**config.mk**
```make
export PLATFORM = sky130hd
export DESIGN_NAME = windowed_linear_fit_max
export DESIGN_NICKNAME = d
export VERILOG_FILES = /design/src/design/wlf_pkg.sv /design/src/design/wlf_mul.sv /design/src/design/wlf_div.sv /design/src/design/windowed_linear_fit_max.sv
export SDC_FILE = /design/constraint.sdc
export NUM_CORES = 2
export LEC_CHECK = 0
export BUFFER_PORTS_ARGS = -buffer_cell sky130_fd_sc_hd__buf_2
export CAP_MARGIN = 30
export CORE_MARGIN = 2
export CORE_UTILIZATION = 60
export DETAILED_ROUTE_END_ITERATION = 8
export HOLD_SLACK_MARGIN = 0.02
export PLACE_DENSITY = 0.86
export RECOVER_POWER = 25
export SLEW_MARGIN = 20
export SYNTH_ARGS = -nofsm -noshare
export SYNTH_HDL_FRONTEND = slang
export SYNTH_HIERARCHICAL = 1
export SYNTH_SLANG_ARGS = --single-unit
export TNS_END_PERCENT = 50
```
**constraint.sdc**
```tcl
create_clock -name clock -period 27.7 [get_ports clock]
set_input_delay 4.155 -clock clock [delete_from_list [all_inputs] [get_ports clock]]
set_output_delay 4.155 -clock clock [all_outputs]
set_load 0.01 [all_outputs]
```
**src/design/wlf_pkg.sv**
```systemverilog
`timescale 1ns / 1ps

package wlf_pkg;

   localparam int MAX_WINDOW_DEF  = 64;
   localparam int MAX_FRAME_DEF   = 1024;
   localparam int SAMPLE_BITS_DEF = 12;

   localparam int SAMPLE_W = 12;
   localparam int INDEX_W  = 10;
   localparam int VALUE_W  = 32;
   localparam int PEAK_W   = 31;
   localparam int WLEN_W   = 7;
   localparam int FLEN_W   = 11;

   localparam int REQ_DATA_W   = ((SAMPLE_W + 7) / 8) * 8;
   localparam int RSP_FIELDS_W = 3 * VALUE_W + INDEX_W + PEAK_W;
   localparam int RSP_DATA_W   = ((RSP_FIELDS_W + 7) / 8) * 8;
   localparam int RSP_USER_W   = 2;
   localparam int USER_FRAME_LAST = 0;
   localparam int USER_DEGENERATE = 1;

   localparam int CSR_IDX_W  = 1;
   localparam int CSR_DATA_W = FLEN_W;
   localparam logic [CSR_IDX_W-1:0] REG_WINDOW_LEN = 1'd0;
   localparam logic [CSR_IDX_W-1:0] REG_FRAME_LEN  = 1'd1;

   localparam logic [WLEN_W-1:0] WINDOW_LEN_RESET = 7'd30;
   localparam logic [FLEN_W-1:0] FRAME_LEN_RESET  = 11'd1000;

   typedef enum logic [4:0] {
      ST_IDLE,
      ST_ACC_XX,
      ST_ACC_XY,
      ST_ACC_SUM,
      ST_FIT_NXX,
      ST_FIT_SXX,
      ST_FIT_NXY,
      ST_FIT_SXY,
      ST_FIT_NUM,
      ST_FIT_SLOPE,
      ST_SLOPE_WAIT,
      ST_ICPT_MUL,
      ST_ICPT_SUB,
      ST_ICPT_DIV,
      ST_ICPT_WAIT,
      ST_PT_MUL,
      ST_PT_OUT
   } wlf_state_type;

endpackage

```
**src/design/wlf_mul.sv**
```systemverilog
`timescale 1ns / 1ps

module wlf_mul #(
   parameter int MA_W = 33,
   parameter int MB_W = 20
) (
   input  logic                           clock,
   input  logic signed [MA_W-1:0]         op_a,
   input  logic signed [MB_W-1:0]         op_b,
   output logic signed [MA_W+MB_W-1:0]    prod
);

   logic signed [MA_W+MB_W-1:0] prod_ff;
   logic signed [MA_W+MB_W-1:0] prod_in;

   assign prod_in = op_a * op_b;

   always_ff @(posedge clock) begin
      prod_ff <= prod_in;
   end

   assign prod = prod_ff;

endmodule

```
**src/design/wlf_div.sv**
```systemverilog
`timescale 1ns / 1ps

module wlf_div #(
   parameter int D_W = 50,
   parameter int V_W = 34
) (
   input  logic                  clock,
   input  logic                  reset,
   input  logic                  start,
   input  logic signed [D_W-1:0] dividend,
   input  logic        [V_W-1:0] divisor,
   output logic                  done,
   output logic signed [D_W:0]   quotient
);

   localparam int CW = $clog2(D_W + 1);

   logic           busy_ff, busy_in;
   logic           done_ff, done_in;
   logic [CW-1:0]  cnt_ff, cnt_in;
   logic [V_W-1:0] rem_ff, rem_in;
   logic [D_W-1:0] quo_ff, quo_in;
   logic [V_W-1:0] dvs_ff, dvs_in;
   logic           neg_ff, neg_in;

   logic [D_W-1:0] mag;
   logic [V_W:0]   shifted;
   logic [V_W+1:0] diff;
   logic signed [D_W:0] qpos;

   assign mag     = dividend[D_W-1] ? D_W'(-dividend) : dividend;
   assign shifted = {rem_ff, quo_ff[D_W-1]};
   assign diff    = {1'b0, shifted} - {2'b00, dvs_ff};

   always_comb begin
      busy_in = busy_ff;
      done_in = 1'b0;
      cnt_in  = cnt_ff;
      rem_in  = rem_ff;
      quo_in  = quo_ff;
      dvs_in  = dvs_ff;
      neg_in  = neg_ff;
      if (start) begin
         busy_in = 1'b1;
         cnt_in  = CW'(D_W);
         rem_in  = '0;
         quo_in  = mag;
         dvs_in  = divisor;
         neg_in  = dividend[D_W-1];
      end else if (busy_ff) begin
         if (!diff[V_W+1]) begin
            rem_in = diff[V_W-1:0];
            quo_in = {quo_ff[D_W-2:0], 1'b1};
         end else begin
            rem_in = shifted[V_W-1:0];
            quo_in = {quo_ff[D_W-2:0], 1'b0};
         end
         cnt_in = cnt_ff - CW'(1);
         if (cnt_ff == CW'(1)) begin
            busy_in = 1'b0;
            done_in = 1'b1;
         end
      end
   end

   always_ff @(posedge clock) begin
      if (reset) begin
         busy_ff <= 1'b0;
         done_ff <= 1'b0;
      end else begin
         busy_ff <= busy_in;
         done_ff <= done_in;
      end
   end

   always_ff @(posedge clock) begin
      cnt_ff <= cnt_in;
      rem_ff <= rem_in;
      quo_ff <= quo_in;
      dvs_ff <= dvs_in;
      neg_ff <= neg_in;
   end

   assign qpos     = $signed({1'b0, quo_ff});
   assign quotient = neg_ff ? -qpos : qpos;
   assign done     = done_ff;

endmodule

```
**src/design/windowed_linear_fit_max.sv**
```systemverilog
// Piecewise least-squares line fit over frames of ADC samples. Each sample sits at its index
// within the frame; the frame is cut into windows of window_len samples (the last one may be
// shorter) and each closed window yields one item per index with the fitted value, the exact
// integer slope and intercept, the running maximum since reset and end-of-window/frame marks
// (tlast = window end, tuser = frame end, degenerate). A sample that closes no window is
// accepted, then the sums are updated in three steps (ACC_XX, ACC_XY, ACC_SUM) through the one
// shared multiplier. A sample that closes a window holds req_tready low through the fit and
// until every fitted point is loaded for output, each waiting for a free output slot. D = 50 at
// default parameters is the dividend width worked one quotient bit per cycle by the shared
// restoring divider, once for the slope (skipped if degenerate) and once for the intercept.
`timescale 1ns / 1ps

module windowed_linear_fit_max #(
   parameter int MAX_WINDOW  = wlf_pkg::MAX_WINDOW_DEF,
   parameter int MAX_FRAME   = wlf_pkg::MAX_FRAME_DEF,
   parameter int SAMPLE_BITS = wlf_pkg::SAMPLE_BITS_DEF
) (
   input  logic                               clock,
   input  logic                               reset,
   // req_tdata: sample[11:0]
   input  logic                               req_tvalid,
   output logic                               req_tready,
   input  logic [wlf_pkg::REQ_DATA_W-1:0]     req_tdata,
   // rsp_tdata: fitted_value[31:0], sample_index[41:32], slope[73:42],
   //            intercept[105:74], running_max[136:106]
   output logic                               rsp_tvalid,
   input  logic                               rsp_tready,
   output logic [wlf_pkg::RSP_DATA_W-1:0]     rsp_tdata,
   output logic                               rsp_tlast,
   // rsp_tuser: frame_last[0], degenerate[1]
   output logic [wlf_pkg::RSP_USER_W-1:0]     rsp_tuser,
   input  logic                               csr_we,
   input  logic [wlf_pkg::CSR_IDX_W-1:0]      csr_index,
   input  logic [wlf_pkg::CSR_DATA_W-1:0]     csr_wdata
);

   localparam int VALUE_W = wlf_pkg::VALUE_W;
   localparam int WCAP    = (MAX_WINDOW < 127) ? MAX_WINDOW : 127;
   localparam int FCAP    = (MAX_FRAME < 2047) ? MAX_FRAME : 2047;
   localparam int POS_W   = $clog2(FCAP);
   localparam int CNT_W   = $clog2(WCAP + 1);
   localparam int Y_W     = (SAMPLE_BITS < wlf_pkg::SAMPLE_W) ? SAMPLE_BITS : wlf_pkg::SAMPLE_W;
   localparam int SX_W    = POS_W + CNT_W;
   localparam int SY_W    = Y_W + CNT_W;
   localparam int SXX_W   = 2 * POS_W + CNT_W;
   localparam int SXY_W   = POS_W + Y_W + CNT_W;
   localparam int DEN_W   = 2 * CNT_W + 2 * POS_W;
   localparam int NUM_W   = 2 * CNT_W + POS_W + Y_W + 1;
   localparam int BNUM_W  = VALUE_W + SX_W + 1;
   localparam int D_W     = (NUM_W > BNUM_W) ? NUM_W : BNUM_W;
   localparam int Q_W     = D_W + 1;
   localparam int MA_0    = (SXY_W + 1 > VALUE_W) ? SXY_W + 1 : VALUE_W;
   localparam int MA_W    = (SXX_W + 1 > MA_0) ? SXX_W + 1 : MA_0;
   localparam int MB_0    = (SY_W > SX_W) ? SY_W : SX_W;
   localparam int MB_W    = MB_0 + 1;
   localparam int P_W     = MA_W + MB_W;
   localparam int F_W     = P_W + 1;
   localparam int FLW     = POS_W + 1;
   localparam int IXW     = (POS_W > wlf_pkg::INDEX_W) ? POS_W : wlf_pkg::INDEX_W;

   wlf_pkg::wlf_state_type state_ff, state_in;

   logic [wlf_pkg::WLEN_W-1:0] window_len_ff, window_len_in;
   logic [wlf_pkg::FLEN_W-1:0] frame_len_ff, frame_len_in;
   logic [POS_W-1:0]  frame_pos_ff, frame_pos_in;
   logic [POS_W-1:0]  window_start_ff, window_start_in;
   logic [CNT_W-1:0]  count_ff, count_in;
   logic [SX_W-1:0]   sx_ff, sx_in;
   logic [SY_W-1:0]   sy_ff, sy_in;
   logic [SXX_W-1:0]  sxx_ff, sxx_in;
   logic [SXY_W-1:0]  sxy_ff, sxy_in;
   logic [wlf_pkg::PEAK_W-1:0] peak_ff, peak_in;
   logic              rsp_valid_ff, rsp_valid_in;

   logic [POS_W-1:0]  x_ff, x_in;
   logic [Y_W-1:0]    y_ff, y_in;
   logic              frame_end_ff, frame_end_in;
   logic signed [D_W-1:0] t_ff, t_in;
   logic [DEN_W-1:0]  den_ff, den_in;
   logic              degen_ff, degen_in;
   logic signed [VALUE_W-1:0] slope_ff, slope_in;
   logic signed [VALUE_W-1:0] icpt_ff, icpt_in;
   logic [CNT_W-1:0]  k_ff, k_in;
   logic [wlf_pkg::RSP_DATA_W-1:0] rsp_data_ff, rsp_data_in;
   logic              rsp_last_ff, rsp_last_in;
   logic [wlf_pkg::RSP_USER_W-1:0] rsp_user_ff, rsp_user_in;

   logic signed [MA_W-1:0] mul_a;
   logic signed [MB_W-1:0] mul_b;
   logic signed [P_W-1:0]  mul_prod;
   logic                   div_start;
   logic signed [D_W-1:0]  div_dividend;
   logic [DEN_W-1:0]       div_divisor;
   logic                   div_done;
   logic signed [Q_W-1:0]  div_q;

   logic [CNT_W-1:0]  wlen;
   logic [FLW-1:0]    flen;
   logic [CNT_W-1:0]  count_next;
   logic              frame_end;
   logic [POS_W-1:0]  idx;
   logic [IXW-1:0]    idx_wide;
   logic              pt_last;
   logic signed [D_W-1:0] t_diff;
   logic signed [VALUE_W-1:0] q_sat;
   logic signed [F_W-1:0] f_sum;
   logic signed [VALUE_W-1:0] f_sat;
   logic [wlf_pkg::PEAK_W-1:0] peak_new;
   logic              out_free;

   wlf_mul #(
      .MA_W (MA_W),
      .MB_W (MB_W)
   ) u_mul (
      .clock (clock),
      .op_a  (mul_a),
      .op_b  (mul_b),
      .prod  (mul_prod)
   );

   wlf_div #(
      .D_W (D_W),
      .V_W (DEN_W)
   ) u_div (
      .clock    (clock),
      .reset    (reset),
      .start    (div_start),
      .dividend (div_dividend),
      .divisor  (div_divisor),
      .done     (div_done),
      .quotient (div_q)
   );

   always_comb begin
      if (window_len_ff < wlf_pkg::WLEN_W'(2)) begin
         wlen = CNT_W'(2);
      end else if (window_len_ff > wlf_pkg::WLEN_W'(WCAP)) begin
         wlen = CNT_W'(WCAP);
      end else begin
         wlen = CNT_W'(window_len_ff);
      end
      if (frame_len_ff < wlf_pkg::FLEN_W'(2)) begin
         flen = FLW'(2);
      end else if (frame_len_ff > wlf_pkg::FLEN_W'(FCAP)) begin
         flen = FLW'(FCAP);
      end else begin
         flen = FLW'(frame_len_ff);
      end
   end

   assign count_next = count_ff + CNT_W'(1);
   assign frame_end  = ({1'b0, frame_pos_ff} + FLW'(1)) >= flen;
   assign idx        = window_start_ff + POS_W'(k_ff);
   assign idx_wide   = IXW'(idx);
   assign pt_last    = (k_ff == count_ff - CNT_W'(1));
   assign t_diff     = t_ff - $signed(mul_prod[D_W-1:0]);

   always_comb begin
      if (&div_q[Q_W-1:VALUE_W-1] || ~|div_q[Q_W-1:VALUE_W-1]) begin
         q_sat = div_q[VALUE_W-1:0];
      end else begin
         q_sat = {div_q[Q_W-1], {(VALUE_W-1){~div_q[Q_W-1]}}};
      end
   end

   assign f_sum = F_W'(mul_prod) + F_W'(icpt_ff);

   always_comb begin
      if (&f_sum[F_W-1:VALUE_W-1] || ~|f_sum[F_W-1:VALUE_W-1]) begin
         f_sat = f_sum[VALUE_W-1:0];
      end else begin
         f_sat = {f_sum[F_W-1], {(VALUE_W-1){~f_sum[F_W-1]}}};
      end
   end

   assign peak_new = (f_sat > $signed({1'b0, peak_ff})) ? f_sat[wlf_pkg::PEAK_W-1:0] : peak_ff;
   assign out_free = !rsp_valid_ff || rsp_tready;

   always_comb begin
      state_in        = state_ff;
      window_len_in   = window_len_ff;
      frame_len_in    = frame_len_ff;
      frame_pos_in    = frame_pos_ff;
      window_start_in = window_start_ff;
      count_in        = count_ff;
      sx_in           = sx_ff;
      sy_in           = sy_ff;
      sxx_in          = sxx_ff;
      sxy_in          = sxy_ff;
      peak_in         = peak_ff;
      rsp_valid_in    = rsp_valid_ff && !rsp_tready;
      x_in            = x_ff;
      y_in            = y_ff;
      frame_end_in    = frame_end_ff;
      t_in            = t_ff;
      den_in          = den_ff;
      degen_in        = degen_ff;
      slope_in        = slope_ff;
      icpt_in         = icpt_ff;
      k_in            = k_ff;
      rsp_data_in     = rsp_data_ff;
      rsp_last_in     = rsp_last_ff;
      rsp_user_in     = rsp_user_ff;
      mul_a           = '0;
      mul_b           = '0;
      div_start       = 1'b0;
      div_dividend    = t_ff;
      div_divisor     = den_ff;

      unique case (state_ff)
         wlf_pkg::ST_IDLE: begin
            if (req_tvalid) begin
               x_in     = frame_pos_ff;
               y_in     = req_tdata[Y_W-1:0];
               state_in = wlf_pkg::ST_ACC_XX;
            end
         end
         wlf_pkg::ST_ACC_XX: begin
            mul_a    = MA_W'(x_ff);
            mul_b    = MB_W'(x_ff);
            state_in = wlf_pkg::ST_ACC_XY;
         end
         wlf_pkg::ST_ACC_XY: begin
            mul_a    = MA_W'(x_ff);
            mul_b    = MB_W'(y_ff);
            sxx_in   = sxx_ff + mul_prod[SXX_W-1:0];
            state_in = wlf_pkg::ST_ACC_SUM;
         end
         wlf_pkg::ST_ACC_SUM: begin
            sxy_in       = sxy_ff + mul_prod[SXY_W-1:0];
            sx_in        = sx_ff + SX_W'(x_ff);
            sy_in        = sy_ff + SY_W'(y_ff);
            count_in     = count_next;
            frame_end_in = frame_end;
            if (count_next >= wlen || frame_end) begin
               state_in = wlf_pkg::ST_FIT_NXX;
            end else begin
               frame_pos_in = frame_pos_ff + POS_W'(1);
               state_in     = wlf_pkg::ST_IDLE;
            end
         end
         wlf_pkg::ST_FIT_NXX: begin
            mul_a    = MA_W'(sxx_ff);
            mul_b    = MB_W'(count_ff);
            state_in = wlf_pkg::ST_FIT_SXX;
         end
         wlf_pkg::ST_FIT_SXX: begin
            mul_a    = MA_W'(sx_ff);
            mul_b    = MB_W'(sx_ff);
            t_in     = $signed(mul_prod[D_W-1:0]);
            state_in = wlf_pkg::ST_FIT_NXY;
         end
         wlf_pkg::ST_FIT_NXY: begin
            mul_a    = MA_W'(sxy_ff);
            mul_b    = MB_W'(count_ff);
            den_in   = t_diff[DEN_W-1:0];
            state_in = wlf_pkg::ST_FIT_SXY;
         end
         wlf_pkg::ST_FIT_SXY: begin
            mul_a    = MA_W'(sx_ff);
            mul_b    = MB_W'(sy_ff);
            t_in     = $signed(mul_prod[D_W-1:0]);
            state_in = wlf_pkg::ST_FIT_NUM;
         end
         wlf_pkg::ST_FIT_NUM: begin
            t_in     = t_diff;
            state_in = wlf_pkg::ST_FIT_SLOPE;
         end
         wlf_pkg::ST_FIT_SLOPE: begin
            degen_in = (den_ff == '0);
            if (den_ff == '0) begin
               slope_in = '0;
               state_in = wlf_pkg::ST_ICPT_MUL;
            end else begin
               div_start = 1'b1;
               state_in  = wlf_pkg::ST_SLOPE_WAIT;
            end
         end
         wlf_pkg::ST_SLOPE_WAIT: begin
            if (div_done) begin
               slope_in = q_sat;
               state_in = wlf_pkg::ST_ICPT_MUL;
            end
         end
         wlf_pkg::ST_ICPT_MUL: begin
            mul_a    = MA_W'(slope_ff);
            mul_b    = MB_W'(sx_ff);
            state_in = wlf_pkg::ST_ICPT_SUB;
         end
         wlf_pkg::ST_ICPT_SUB: begin
            t_in     = $signed(D_W'(sy_ff)) - $signed(mul_prod[D_W-1:0]);
            state_in = wlf_pkg::ST_ICPT_DIV;
         end
         wlf_pkg::ST_ICPT_DIV: begin
            div_start   = 1'b1;
            div_divisor = DEN_W'(count_ff);
            state_in    = wlf_pkg::ST_ICPT_WAIT;
         end
         wlf_pkg::ST_ICPT_WAIT: begin
            if (div_done) begin
               icpt_in  = q_sat;
               k_in     = '0;
               state_in = wlf_pkg::ST_PT_MUL;
            end
         end
         wlf_pkg::ST_PT_MUL: begin
            mul_a    = MA_W'(slope_ff);
            mul_b    = MB_W'(idx);
            state_in = wlf_pkg::ST_PT_OUT;
         end
         wlf_pkg::ST_PT_OUT: begin
            mul_a = MA_W'(slope_ff);
            mul_b = MB_W'(idx);
            if (out_free) begin
               rsp_valid_in = 1'b1;
               peak_in      = peak_new;
               rsp_data_in  = wlf_pkg::RSP_DATA_W'({peak_new, icpt_ff, slope_ff,
                                 idx_wide[wlf_pkg::INDEX_W-1:0], f_sat});
               rsp_last_in  = pt_last;
               rsp_user_in[wlf_pkg::USER_FRAME_LAST] = pt_last && frame_end_ff;
               rsp_user_in[wlf_pkg::USER_DEGENERATE] = degen_ff;
               if (pt_last) begin
                  sx_in    = '0;
                  sy_in    = '0;
                  sxx_in   = '0;
                  sxy_in   = '0;
                  count_in = '0;
                  if (frame_end_ff) begin
                     frame_pos_in    = '0;
                     window_start_in = '0;
                  end else begin
                     frame_pos_in    = frame_pos_ff + POS_W'(1);
                     window_start_in = frame_pos_ff + POS_W'(1);
                  end
                  state_in = wlf_pkg::ST_IDLE;
               end else begin
                  k_in     = k_ff + CNT_W'(1);
                  state_in = wlf_pkg::ST_PT_MUL;
               end
            end
         end
         default: begin
            state_in = wlf_pkg::ST_IDLE;
         end
      endcase

      if (csr_we) begin
         if (csr_index == wlf_pkg::REG_WINDOW_LEN) begin
            window_len_in = csr_wdata[wlf_pkg::WLEN_W-1:0];
         end
         if (csr_index == wlf_pkg::REG_FRAME_LEN) begin
            frame_len_in = csr_wdata[wlf_pkg::FLEN_W-1:0];
         end
      end
   end

   always_ff @(posedge clock) begin
      if (reset) begin
         state_ff <= wlf_pkg::ST_IDLE;
      end else begin
         state_ff <= state_in;
      end
   end

   always_ff @(posedge clock) begin
      if (reset) begin
         window_len_ff   <= wlf_pkg::WINDOW_LEN_RESET;
         frame_len_ff    <= wlf_pkg::FRAME_LEN_RESET;
         frame_pos_ff    <= '0;
         window_start_ff <= '0;
         count_ff        <= '0;
         sx_ff           <= '0;
         sy_ff           <= '0;
         sxx_ff          <= '0;
         sxy_ff          <= '0;
         peak_ff         <= '0;
         rsp_valid_ff    <= 1'b0;
      end else begin
         window_len_ff   <= window_len_in;
         frame_len_ff    <= frame_len_in;
         frame_pos_ff    <= frame_pos_in;
         window_start_ff <= window_start_in;
         count_ff        <= count_in;
         sx_ff           <= sx_in;
         sy_ff           <= sy_in;
         sxx_ff          <= sxx_in;
         sxy_ff          <= sxy_in;
         peak_ff         <= peak_in;
         rsp_valid_ff    <= rsp_valid_in;
      end
   end

   always_ff @(posedge clock) begin
      x_ff         <= x_in;
      y_ff         <= y_in;
      frame_end_ff <= frame_end_in;
      t_ff         <= t_in;
      den_ff       <= den_in;
      degen_ff     <= degen_in;
      slope_ff     <= slope_in;
      icpt_ff      <= icpt_in;
      k_ff         <= k_in;
      rsp_data_ff  <= rsp_data_in;
      rsp_last_ff  <= rsp_last_in;
      rsp_user_ff  <= rsp_user_in;
   end

   assign req_tready = (state_ff == wlf_pkg::ST_IDLE);
   assign rsp_tvalid = rsp_valid_ff;
   assign rsp_tdata  = rsp_data_ff;
   assign rsp_tlast  = rsp_last_ff;
   assign rsp_tuser  = rsp_user_ff;

`ifndef SYNTHESIS
   a_count_bound: assert property (@(posedge clock) disable iff (reset)
      count_ff <= CNT_W'(WCAP))
      else $error("window count beyond maximum window");

   a_div_nonzero: assert property (@(posedge clock) disable iff (reset)
      div_start |-> div_divisor != '0)
      else $error("division started with zero divisor");

   a_frame_last: assert property (@(posedge clock) disable iff (reset)
      rsp_tvalid && rsp_tuser[wlf_pkg::USER_FRAME_LAST] |-> rsp_tlast)
      else $error("frame end item not marked as window end");

   a_wait_busy: assert property (@(posedge clock) disable iff (reset)
      (state_ff == wlf_pkg::ST_SLOPE_WAIT || state_ff == wlf_pkg::ST_ICPT_WAIT) |-> !div_start)
      else $error("divider restarted while waiting for quotient");
`endif

endmodule

```
======== Word-level counts from Yosys, hierarchy flattened ========
Cells that the tools add are included.
operators by class
  add/sub/neg operators ................... 17
  multipliers ............................. 1
  divide/modulo/power cells ............... 0
  magnitude comparators ................... 7
  equality and inequality tests ........... 26
  shifts and indexed selects .............. 0
  muxes and demuxes ....................... 60
  bitwise logic cells ..................... 4
  reduce and logical (&&, ||, !) cells .... 41
operators with widths
  cell                  number
  $pmux W32 S5          1
  $mux W50              3
  $pmux W50 S3          1
  $mux W32              4
  $pmux W19 S6          1
  $pmux W5 S17          1
  $pmux W32 S2          1
  $mux W29              2
  $pmux W29 S2          1
  $mux W7               8
  $mux W27              2
  $pmux W27 S2          1
  $add A52 B32 Y53      1
  $mul A32 B20 Y52      1
  $mux W51              1
  $neg A50 Y51          1
  $neg A50 Y50          1
  $sub A20 B50 Y50      1
  $sub A50 B50 Y50      1
  $eq A5 B4 Y1 const B  8
  $mux W10              4
  $mux W19              2
  $pmux W19 S2          1
  $sub A35 B34 Y36      1
  other kinds (54)      107
storage, ports and cells
  bits in registers ....................... 672
  bits in latches ......................... 0
  RAM bits ................................ 0
  ROM bits ................................ 0
  input port bits ......................... 33
  output and inout bits ................... 149
  memories kept ........................... 0

======== Logic depth before layout (Yosys ltp) ========
  word-level depth ........................ 8
  mapped depth ............................ 38

======== Hierarchy ========
The synthesis kept the hierarchy.
modules (own cells, without submodules)
  module                   instances  cells an instance  area each (um^2)  seq. area each (um^2)
  windowed_linear_fit_max  1          3484               32235.9           13062.5
  wlf_mul                  1          2636               23869.1           1041.0
  wlf_div                  1          998                8834.7            3393.3

======== Least setup slack after synthesis ========
OpenSTA, ideal clock, no wires.
  path kind ............................... input -> register
  from .................................... input rsp_tready
  to ...................................... register count_ff[0]
  arrival ................................. 10.107 ns
  data required time ...................... 27.572 ns
  path slack .............................. 17.465 ns
  cell stages on the path ................. 7
  buffers on the path ..................... 2
  path through ............................ nand2b_1 > nor2b_1 > clkbuf_1 > nand2_1 > nand2b_1 > clkbuf_1 > nor2_1
on the way
  word-level cells in the longest chain between the ends .. 3
RTL lines
  what                         line                            source
  from (decl)                  windowed_linear_fit_max.sv:27   input logic rsp_tready,
  $logic_or A1 B1 Y1           windowed_linear_fit_max.sv:177  assign out_free = !rsp_valid_ff || rsp_tready;
  $ne A2 B2 Y1 (no line)       --
  $reduce_and A3 Y1 (no line)  --
  to (signal assigned)         windowed_linear_fit_max.sv:383  count_ff <= count_in;
  to (decl)                    windowed_linear_fit_max.sv:67   logic [CNT_W-1:0] count_ff, count_in;
No other way between the ends.
A chain may end at the register's enable or synchronous reset.

======== Worst setup path in the final report ========
  from .................................... register state_ff[2]
  to ...................................... register u_mul.prod_ff[28], in the netlist u_mul/prod[28]
on the way
  word-level cells in the longest chain between the ends .. 4
  elaborated cells on any way between the ends .. 18
  those cells by class .................... mul (1); eq/ne (9); mux (2); reduce/logical (6)
RTL lines
  what                                                            line                            source
  from (decl)                                                     windowed_linear_fit_max.sv:61   wlf_pkg::wlf_state_type state_ff, state_in;
  from (signal assigned)                                          windowed_linear_fit_max.sv:359  state_ff <= wlf_pkg::ST_IDLE;
  from (signal assigned)                                          windowed_linear_fit_max.sv:361  state_ff <= state_in;
  $eq A5 B5 Y1 (tied with other cells)                            windowed_linear_fit_max.sv:210  unique case (state_ff)
  $reduce_or A3 Y1 (no line) or $reduce_or A2 Y1 (tied branches)  --
  $pmux W32 S5 (*)                                                windowed_linear_fit_max.sv:210
  named net mul_a[8]                                              windowed_linear_fit_max.sv:88   logic signed [MA_W-1:0] mul_a;
  $mul A32 B20 Y52 (*)                                            wlf_mul.sv:16                   assign prod_in = op_a * op_b;
  named net u_mul.prod_in[28]                                     wlf_mul.sv:14                   logic signed [MA_W+MB_W-1:0] prod_in;
  to (signal assigned)                                            wlf_mul.sv:19                   prod_ff <= prod_in;
  to (decl)                                                       wlf_mul.sv:13                   logic signed [MA_W+MB_W-1:0] prod_ff;
Mark *: on every way through the listed nets, which the timed path passes. The rest lies on a longest branch.

==> metrics.csv <==
metric;value;unit
result of the run;finished, violations left;
violated checks;DRC, capacitance limit, slew limit;
antenna violations before repair;8;
Iteration-0 DRC Markers;6286;
routability congestion estimate from global placement;0.984;
maximum root-to-sink buffer count;3;
synthesized area per cell;9.12;um2
number of different library cells in the post-synthesis netlist;103;
I/O pins;182;
global-route wire length before repair;291000;um
maximum fanout count along the critical path;63;
post-layout instance area;69500;um2
number of H-tree levels;3;
height of the die;333;um
Fin Setup TNS;0;ns
worst setup skew after layout;0.0497;ns
Post-CTS Setup Inserts;0;
largest net degree at the start of global routing;163;
# hold bufs at CTS;0;
area added between synthesis and finish;7.07;%
post-synthesis cell count;7118;
unrepaired setup endpoints after global routing;no;
GR Overflow Total;0;
Hold/Removal Path Class;reg2reg;
total wire length;186000;um
placed standard-cell area;67000;um2
total vias in the final route;53655;
DRC Markers;3;
crit path time final;13.50;ns
worst endpoint data arrival time;14.05;ns
Req. time, crit path;28.26;ns
Setup crit start kind;register;
post-synthesis register bit count;672;
sequential cell area fraction in the yosys report;26.9;%
overall global routing resource usage;33.2;%
transition time at the pin with the least slew margin;7.35;ns
post-synthesis async set-or-reset flop share;0;%
delay of the slowest critical-path stage;2.61;ns
number of nets still failing antenna checks after routing;0;
maximum VDD drop;0.0407;mV
standard cell with the maximum stage delay on the critical path;clkbuf_1;
Final #Nets;8222;
hold violation count in the final report;0;
number of enable flip-flop cells after synthesis;404;
Crit path top cell by count;fa_1;
post-CTS resize count;0;
Horiz. Die Dim;333;um
period utilisation layout;48.7;%
Slew HR;-390;%
vias in the first global route;53706;
Post-DP HPWL;139000;um
Power per Cell Area;41.0;nW/um2
most frequent standard cell in the layout excluding fill and tap cells;inv_1;
clock tree from TritonCTS;yes;
core outline area;107000;um2
area of the mapped netlist;64900;um2
number of vias per cell after detailed routing;6.25;
utilization after layout;64.9;%
starting density of the core;60.6;%
GR Util met3;7.74;%
total leakage power;30.7;nW
Tot Pwr;2.85;mW
busiest layer in global routing;met2;
number of max-capacitance violations reported;10;
Primary FF master, synth;edfxtp_1;
root buffer cell;clkbuf_16;
crit end category;register;
total clock buffers created by CTS;73;
proportion of layout cells with a drive suffix above 1;6.95;%
count of input and output buffers;170;
Die Footprint;111000;um2
met2 usage;52.6;%
count of endpoints failing setup in the final report;0;
Routed WL per cell;21.6;um
number of clock sinks;672;
hold slack;0.461;ns
number of warnings reported in the yosys synthesis log;6;
number of cell rows;120;
Max Fclk;74.1;MHz
clock-pin slew on the worst setup and hold paths;0.06;ns
first-pass detailed-route iteration total;9;
met1 usage;43.4;%
commonest non-fill, non-tap cells in the layout;inv_1 (968), nand2_1 (703), fa_1 (645);
total count of max-transition violations in the final report;534;
WS Path Type;reg2reg;
Worst-Skew Late Latency;0.65;ns
## flip-flops by register name, summed over array words and instances, names as in the netlist, 31 cells and up
name          count
u_div/dvs_ff     34
slope_ff         32
icpt_ff          32
den_ff           34
u_div/quo_ff     50
u_mul/prod       52
div_dividend     50
rsp_tdata       137
peak_ff          31
u_div/rem_ff     34
## cell type report
| cell class | instances | area (um2) |
|---|---|---|
| Fill cell | 8243 | 37700 |
| Sequential cell | 672 | 17500 |
| Clock buffer | 88 | 1960 |
| Clock inverter | 48 | 502 |
| Multi-Input combinational cell | 5144 | 42600 |
| Antenna cell | 3 | 7.51 |
| Tap cell | 1403 | 1760 |
| Inverter | 972 | 3650 |
| Timing Repair Buffer | 256 | 1570 |
## report_power, final
part | switching (mW) | internal (mW) | leakage (nW) | total, mW
Combinational | 0.429 | 0.261 | 23.7 | 0.690
Sequential | 0.0550 | 1.09 | 5.79 | 1.15
Clock | 0.445 | 0.565 | 1.21 | 1.01
Total | 0.929 | 1.92 | 30.7 | 2.85
## critical path, delay by kind of cell, from the launching register on
kind | cells | cell delay (ns)
fa+ha+maj | 8 | 3.70
compound gates | 7 | 2.38
xor+xnor | 1 | 0.14
buf+inv | 7 | 4.67
flops | 1 | 0.31
simple gates | 6 | 2.15
## worst paths after layout
check,startpoint,end,slack (ns),cells after the start
hold / removal,icpt_ff[13]$_DFFE_PP_,rsp_tdata[87]$_DFFE_PP_,0.46,0
setup / recovery,state_ff[2]$_SDFFE_PP0P_,u_mul/prod[28]$_DFF_P_,14.20,29
hold reg to reg,icpt_ff[13]$_DFFE_PP_,rsp_tdata[87]$_DFFE_PP_,0.46,0
setup reg to reg,state_ff[2]$_SDFFE_PP0P_,u_mul/prod[28]$_DFF_P_,14.20,29
## synthesized netlist by cell type (24+ instances only)
cell type,count,area share [%]
inv_1,968,5.6
nand2_1,705,4.1
fa_1,645,20
a21oi_1,459,3.5
nor2_1,434,2.5
ha_1,425,8.2
edfxtp_1,404,19
and2_1,349,3.4
clkbuf_1,301,1.7
dfxtp_1,268,8.3
xnor2_1,225,3.0
o21ai_0,220,1.7
nand3_1,177,1.4
a21o_1,164,1.9
xor2_1,164,2.2
nor2b_1,111,1.1
nor3_1,83,0.64
a211oi_1,67,0.77
nand2b_1,58,0.56
nand4_1,51,0.49
a31oi_1,47,0.45
and3_1,46,0.44
or3_1,46,0.44
o21a_1,42,0.49
o31ai_1,42,0.49
a222oi_1,40,0.62
o21bai_1,36,0.42
nor3b_1,33,0.38
nor4_1,30,0.29
o22ai_1,29,0.28
mux2i_1,27,0.42
a311oi_2,26,0.60
o211ai_1,26,0.30
nand3b_1,25,0.29
a311oi_1,24,0.32
## routing by layer
metal	vias to the layer above	routed length, um
met5	-	21
met3	577	21700
met4	4	8940
met1	25959	71400
li1	23945	-
met2	3170	83800
## metrics by stage
stage          setup slack [ns]  instances
2_1_floorplan             17.47       7130
3_3_place_gp              17.28       8433
3_5_place_dp              17.28       8440
4_1_cts                   17.31       8576
5_1_grt                   13.66       8583
6_report                  14.20       8586
## cell families after synthesis
family / synth area share (%)
AND/OR/NAND/NOR: 17.0
AO/OA/AOI/OAI: 14.3
buffers and inverters: 7.74
adder cells (fa/ha/maj): 28.1
flip-flops: 26.9
XOR/XNOR: 5.25
multiplexers: 0.746
other: 0.00577
No activity file was read; power rests on OpenSTA's default activity.
